<file path="src/design/lda_pkg.sv">
// Shared types and constants for the lens distortion pipeline.
package lda_pkg;

  localparam int CFG_ADDR_W = 5;
  localparam int CFG_DATA_W = 32;

  localparam logic [23:0] FOCAL_RESET = 24'd5980160;
  localparam logic [15:0] CX_RESET    = 16'd4096;
  localparam logic [15:0] CY_RESET    = 16'd3392;

  localparam int QUO_W        = 32;
  localparam int DIV_BITS     = 4;
  localparam int DIV_STAGES   = QUO_W / DIV_BITS;

  localparam logic signed [31:0] S32_MAX = 32'sh7FFF_FFFF;
  localparam logic signed [31:0] S32_MIN = 32'sh8000_0000;
  localparam logic signed [39:0] Q_ONE   = 40'sd268435456;

  typedef enum logic [2:0] {
    REG_FOCAL_X   = 3'd0,
    REG_FOCAL_Y   = 3'd1,
    REG_PRINCIPAL = 3'd2,
    REG_K1        = 3'd3,
    REG_K2        = 3'd4,
    REG_K3        = 3'd5,
    REG_P1        = 3'd6,
    REG_P2        = 3'd7
  } cfg_reg_e;

  typedef struct packed {
    logic        [23:0] focal_x;
    logic        [23:0] focal_y;
    logic        [15:0] cx;
    logic        [15:0] cy;
    logic signed [31:0] k1;
    logic signed [31:0] k2;
    logic signed [31:0] k3;
    logic signed [31:0] p1;
    logic signed [31:0] p2;
  } cfg_t;

  // one axis of the restoring divider
  typedef struct packed {
    logic [23:0]      rem;
    logic [QUO_W-1:0] quo;
    logic             neg;
    logic             big;
  } div_lane_t;

  typedef struct packed {
    logic signed [31:0] dx;
    logic signed [31:0] dy;
    logic               flag;
    logic               zero;
  } norm_t;

endpackage

</file>
<file path="src/design/lda_cfg.sv">
// APB register file holding camera intrinsics and distortion coefficients.
module lda_cfg
  import lda_pkg::*;
(
  input  logic                  clk,
  input  logic                  rst,
  input  logic                  psel,
  input  logic                  penable,
  input  logic                  pwrite,
  input  logic [CFG_ADDR_W-1:0] paddr,
  input  logic [CFG_DATA_W-1:0] pwdata,
  output logic [CFG_DATA_W-1:0] prdata,
  output logic                  pready,
  output cfg_t                  cfg
);

  cfg_reg_e sel;

  assign sel    = cfg_reg_e'(paddr[CFG_ADDR_W-1:2]);
  assign pready = 1'b1;

  always_ff @(posedge clk) begin
    if (rst) begin
      cfg.focal_x <= FOCAL_RESET;
      cfg.focal_y <= FOCAL_RESET;
      cfg.cx      <= CX_RESET;
      cfg.cy      <= CY_RESET;
      cfg.k1      <= '0;
      cfg.k2      <= '0;
      cfg.k3      <= '0;
      cfg.p1      <= '0;
      cfg.p2      <= '0;
    end else if (psel && penable && pwrite) begin
      case (sel)
        REG_FOCAL_X:   cfg.focal_x <= pwdata[23:0];
        REG_FOCAL_Y:   cfg.focal_y <= pwdata[23:0];
        REG_PRINCIPAL: begin
          cfg.cx <= pwdata[15:0];
          cfg.cy <= pwdata[31:16];
        end
        REG_K1:        cfg.k1 <= $signed(pwdata);
        REG_K2:        cfg.k2 <= $signed(pwdata);
        REG_K3:        cfg.k3 <= $signed(pwdata);
        REG_P1:        cfg.p1 <= $signed(pwdata);
        REG_P2:        cfg.p2 <= $signed(pwdata);
        default: ;
      endcase
    end
  end

  always_comb begin
    case (sel)
      REG_FOCAL_X:   prdata = {8'd0, cfg.focal_x};
      REG_FOCAL_Y:   prdata = {8'd0, cfg.focal_y};
      REG_PRINCIPAL: prdata = {cfg.cy, cfg.cx};
      REG_K1:        prdata = cfg.k1;
      REG_K2:        prdata = cfg.k2;
      REG_K3:        prdata = cfg.k3;
      REG_P1:        prdata = cfg.p1;
      REG_P2:        prdata = cfg.p2;
      default:       prdata = '0;
    endcase
  end

endmodule

</file>
<file path="config.mk">
export PLATFORM = sky130hd
export DESIGN_NAME = lda_cfg
export DESIGN_NICKNAME = d
export VERILOG_FILES = /design/src/design/lda_pkg.sv /design/src/design/lda_cfg.sv
export SDC_FILE = /design/constraint.sdc
export NUM_CORES = 1
export LEC_CHECK = 0
export BUFFER_PORTS_ARGS = -buffer_cell sky130_fd_sc_hd__buf_2
export CORE_ASPECT_RATIO = 0.7
export CORE_MARGIN = 4
export CORE_UTILIZATION = 35
export DETAILED_ROUTE_END_ITERATION = 10
export RECOVER_POWER = 50
export SYNTH_ARGS = -nofsm -noshare
export SYNTH_HDL_FRONTEND = slang
export SYNTH_SLANG_ARGS = --single-unit
</file>
<file path="constraint.sdc">
create_clock -name clk -period 2.77 [get_ports clk]
set_clock_uncertainty 0.2 [all_clocks]
set_input_delay 0.1385 -clock clk [delete_from_list [all_inputs] [get_ports clk]]
set_output_delay 0.1385 -clock clk [all_outputs]
set_load 0.05 [all_outputs]
</file>
== Yosys cells after proc, flatten, opt, wreduce, memory -nomap -nowiden ==
Index checks and enable logic that the tools add are counted.

* Input port bits: 42
* Logic and storage cells: 28
* Bits in registers: 240

* Multiplexer cells: 1
* Reduce and logical (&&, ||, !) cells: 11
* Equality and inequality tests: 7

{| class="wikitable"
|+ Operator list
! cell !! number
|-
| 32-bit one-hot mux with 8 select lines || 1
|-
| 2-bit AND reduction || 8
|-
| 3-bit equality test (second input constant) || 4
|-
| 3-bit by 2-bit equality test with 1-bit output (second input constant) || 2
|-
| 3-bit by 1-bit equality test with 1-bit output (second input constant) || 1
|-
| 3-bit logical NOT || 1
|-
| 1-bit logical AND || 2
|}

== Logic depth before layout (Yosys ltp) ==
* Depth in word-level cells: 3
* Depth in mapped cells: 8
* Depth with buffers taken out: 4

== Worst setup path after synthesis ==
OpenSTA, ideal clock, no wires.

* Path type: input -> output
* Start: input paddr[3]
* End: output prdata[28]
* Path slack: 401 ps
* Stages: 6
* Arrival time: 2030 ps
* Path buffers: 4
* Path through: buf_2 > buf_4 > buf_4 > buf_2 > mux2i_1 > o21ai_0

* Longest elaborated chain between the ends: 2
* Elaborated cells between the ends (all ways): 9
* Those cells by class: 7 x eq/ne; 1 x mux; 1 x reduce/logical

{| class="wikitable"
|+ RTL lines
! element !! RTL line !! text
|-
| from (decl) || lda_cfg.sv:10 || <nowiki>input logic [CFG_ADDR_W-1:0] paddr,</nowiki>
|-
| 3-bit equality test (tied with other cells) || lda_cfg.sv:52 || <nowiki>case (sel)</nowiki>
|-
| 32-bit one-hot mux with 8 select lines (*) || lda_cfg.sv:52 ||
|-
| to (decl) || lda_cfg.sv:12 || <nowiki>output logic [CFG_DATA_W-1:0] prdata,</nowiki>
|}

Mark *: on every way between the ends. The rest lies on a longest branch, timed or not.

== Worst setup path in the final report ==
* Start: input penable
* End: register cfg[93] in the netlist's numbering

* Longest elaborated chain between the ends: 3

{| class="wikitable"
|+ RTL lines
! element !! RTL line !! text
|-
| from (decl) || lda_cfg.sv:8 || <nowiki>input logic penable,</nowiki>
|-
| 1-bit logical AND (2 in a row) || lda_cfg.sv:33 || <nowiki>end else if (psel && penable && pwrite) begin</nowiki>
|-
| 2-bit AND reduction (no source line) || n/a ||
|-
| to (decl) || lda_cfg.sv:14 || <nowiki>output cfg_t cfg</nowiki>
|}

No other way between the ends.
A chain may end at the register's enable or synchronous reset.

==> reports/metrics.yaml <==
run_status:
  outcome: "finished, violations left"
  violations: "capacitance limit, slew limit"
grt:
  grt_max_degree: 86
  grt_pass1_vias: 10300
  grt_pass1_wl_mm: 65.3
  grt.total_usage: 0.254
  antenna_found_initial: 1
  globalRouteOverflowTotal: 0
setup_path:
  critPathRequiredTime_ns: 3.03
  worstPathArrival_ns: 2.87
  cp-end-kind: "flop"
  crit_type: "in2reg"
  worst-path-buf-inv: 4
  rr_endpoint: "cfg[214]"
  crit_path_frequent_cell: "dlygate4sd3_1"
  r2r-start: "cfg[214]"
  cp_cell_sequence: "dlygate4sd3_1 -> clkbuf_1 -> nand4b_4 -> dlygate4sd3_1 -> nor2_4 -> nand2_1 -> dlygate4sd3_1 -> a21oi_1"
  critPathLaunchType: "input port"
  cp_max_fo: 9
  path_delay_family: "buffers and inverters"
  slowest_delay_ns: 0.71
  r2r_slack_ns: 1.76
  critPathSlowestCell: "dlygate4sd3_1"
  reg2reg_depth: 3
cts:
  cts_buffer_depth: 3
  cts_tree: "done"
  cts_sinks: 240
  ctsResizeCount: 0
  clkTransAtPathRegs_ns: 0.06
  cts_made_buffers: 26
  h-tree-depth: 1
  clkLatencyLatePin_ns: 0.52
  root_buffer: "clkbuf_16"
timing:
  timing.setup.tns_ns: 0
  fin_crit_ns: 2.61
  max_clock_freq_mhz: 383
  slew_viol_final: 24
  relSlewSlack: -0.173
  setup_violations: 0
  fin_crit_sh: 0.942
  rsz0062_at_grt: "no"
  hold_violations: 0
  tightest_slew_ns: 1.76
floorplan:
  fp-row-count: 52
  start_util: 0.358
  die_h_um: 153
  die-area_sq_mm: 0.0328
  design.portCount: 315
  die_w_um: 215
  coreArea_sq_mm: 0.0292
min_path:
  worstHoldPathCells: 6
  holdPathEnd: "cfg[156]"
  hold_path_startpoint: "paddr[2]"
  hold_path_class: "in2reg"
pwr:
  leakage_nw: 4.67
  irDropWorstVdd_uv: 317
  power_density_mw_per_mm2: 595
placement:
  postPlaceCellArea_sq_mm: 0.0123
  place.gp.congestion: 0.867
  port_buffers: 311
  dp.final_hpwl_mm: 28.9
finish:
  multiInputGateArea_sq_mm: 0.00500
  reg_top3: "cfg (240)"
  largest_reg_flops: 240
  layout-drive-gt1-share: 0.116
  nets: 1671
  final_util: 0.454
  seqCellArea_sq_mm: 0.00480
  fill_cells: 3022
  top_register: "cfg"
  final_area_sq_mm: 0.0133
  areaGrowthSynthToFinish_pct: 26.7
logic_synthesis:
  ys.warnings.count: 0
  syn_avg_cell_area_sq_um: 7.68
  synth_top_area_frac: 0.459
  synth_cell_types: 35
  ys.flop_type: "dfxtp_1"
  synth_nets: 1405
  ys_ff_latch: 240
  netlist_top_cells_area: "dfxtp_1 (46%), nand2_1 (17%), a21oi_1 (11%)"
  synth_area_leader_cell: "dfxtp_1"
  synth_edf_count: 0
  ys_seq_area_frac: 0.459
  netlist_area_sq_mm: 0.0105
  synthCells: 1363
  synth_async_sr_flop_share: 0
routing:
  via_per_inst: 5.37
  wl_per_cell_um: 21.7
  route.vias.total: 10900
  antenna_left: 0
  drt-total-wl_mm: 44.1
  drt_pre_antenna_iters: 5
  drt-initial-drc-count: 997
  drc: 0
run:
  max-cap-violations: 1
## worst reg2reg max path, delay by kind of cell (launching register included)
kind | cells | cell delay, ns
buffers and inverters | 1 | 0.07
AND/OR/NAND/NOR | 1 | 0.05
AO/OA/AOI/OAI | 1 | 0.28
flip-flops | 1 | 0.31
## what timing repair did
action	in CTS	in global routing
hold buffers	36	0
endpoints found under the hold margin	240	0
setup buffers	0	0
## through the flow
step | worst slack, ns | total power, mW | hold WS, ns | cells
3_5_place_dp | 0.304 | 4.29 | 0.246 | 1943
4_1_cts | 0.241 | 7.97 | 0.0175 | 2026
3_3_place_gp | 0.345 | 4.29 | 0.237 | 1943
5_1_grt | 0.0290 | 8.15 | 0.0601 | 2027
2_1_floorplan | 0.401 | 4.05 | 0.0593 | 1363
6_report | 0.162 | 7.89 | 0.0577 | 2028
## layer usage
layer	track usage	wire length (um)
met2	0.383	18900
met3	0.0682	4590
met5	0	0
met1	0.362	19600
met4	0.0583	988
## report_power, final
group,switching (mW),internal [mW],leakage (nW)
clock network,1.47,2.16,0.445
logic,0.561,0.199,2.29
registers,0.0230,3.48,1.94
total,2.05,5.83,4.67
## cells by family after synthesis
| family | synth area share |
|---|---|
| DFF | 0.459 |
| and+or+nand+nor | 0.222 |
| muxes | 0.0660 |
| AOI/OAI and AO/OA | 0.183 |
| other | 0.000358 |
| buffers and inverters | 0.0693 |
## area by class of cell
type,instances,share of cell area
diodes,2,0.000377
clock buffers,37,0.0591
clock inverters,10,0.00859
inverters,22,0.00623
multi-input cells,963,0.377
flip-flops and latches,240,0.362
well taps,378,0.0357
repair buffers,376,0.151
## worst max path at each step
stage | startpoint | endpoint | cells after the start
after CTS | penable | cfg[93] | 8
after global placement | paddr[4] | prdata[0] | 6
final | penable | cfg[93] | 8
after global routing | cfg[96] | prdata[0] | 5
after floorplan | paddr[3] | prdata[28] | 6
after detailed placement | paddr[4] | prdata[0] | 6
## synth_stat cells, types with 4 or more instances
cell type	n
a21oi_1	233
a221oi_1	41
a22o_1	28
a22oi_1	5
buf_2	79
buf_4	7
clkbuf_1	51
dfxtp_1	240
inv_1	22
mux2_2	28
mux2i_1	33
nand2_1	481
nand2b_1	7
nand3b_1	16
nor2_1	52
o22ai_1	4
or2_2	4
## cell usage in the layout (no fill, tap or decap), types with 12 or more instances in the layout
cell type,n
inv_1,22
a221oi_1,41
a22o_1,28
mux2i_1,33
clkbuf_1,244
dfxtp_1,240
dlygate4sd3_1,36
clkbuf_16,27
nand2_1,481
nor2_1,47
nand3b_1,16
buf_2,64
mux2_2,28
buf_12,12
buf_4,22
a21oi_1,233
(Power assumes the default switching activity.)
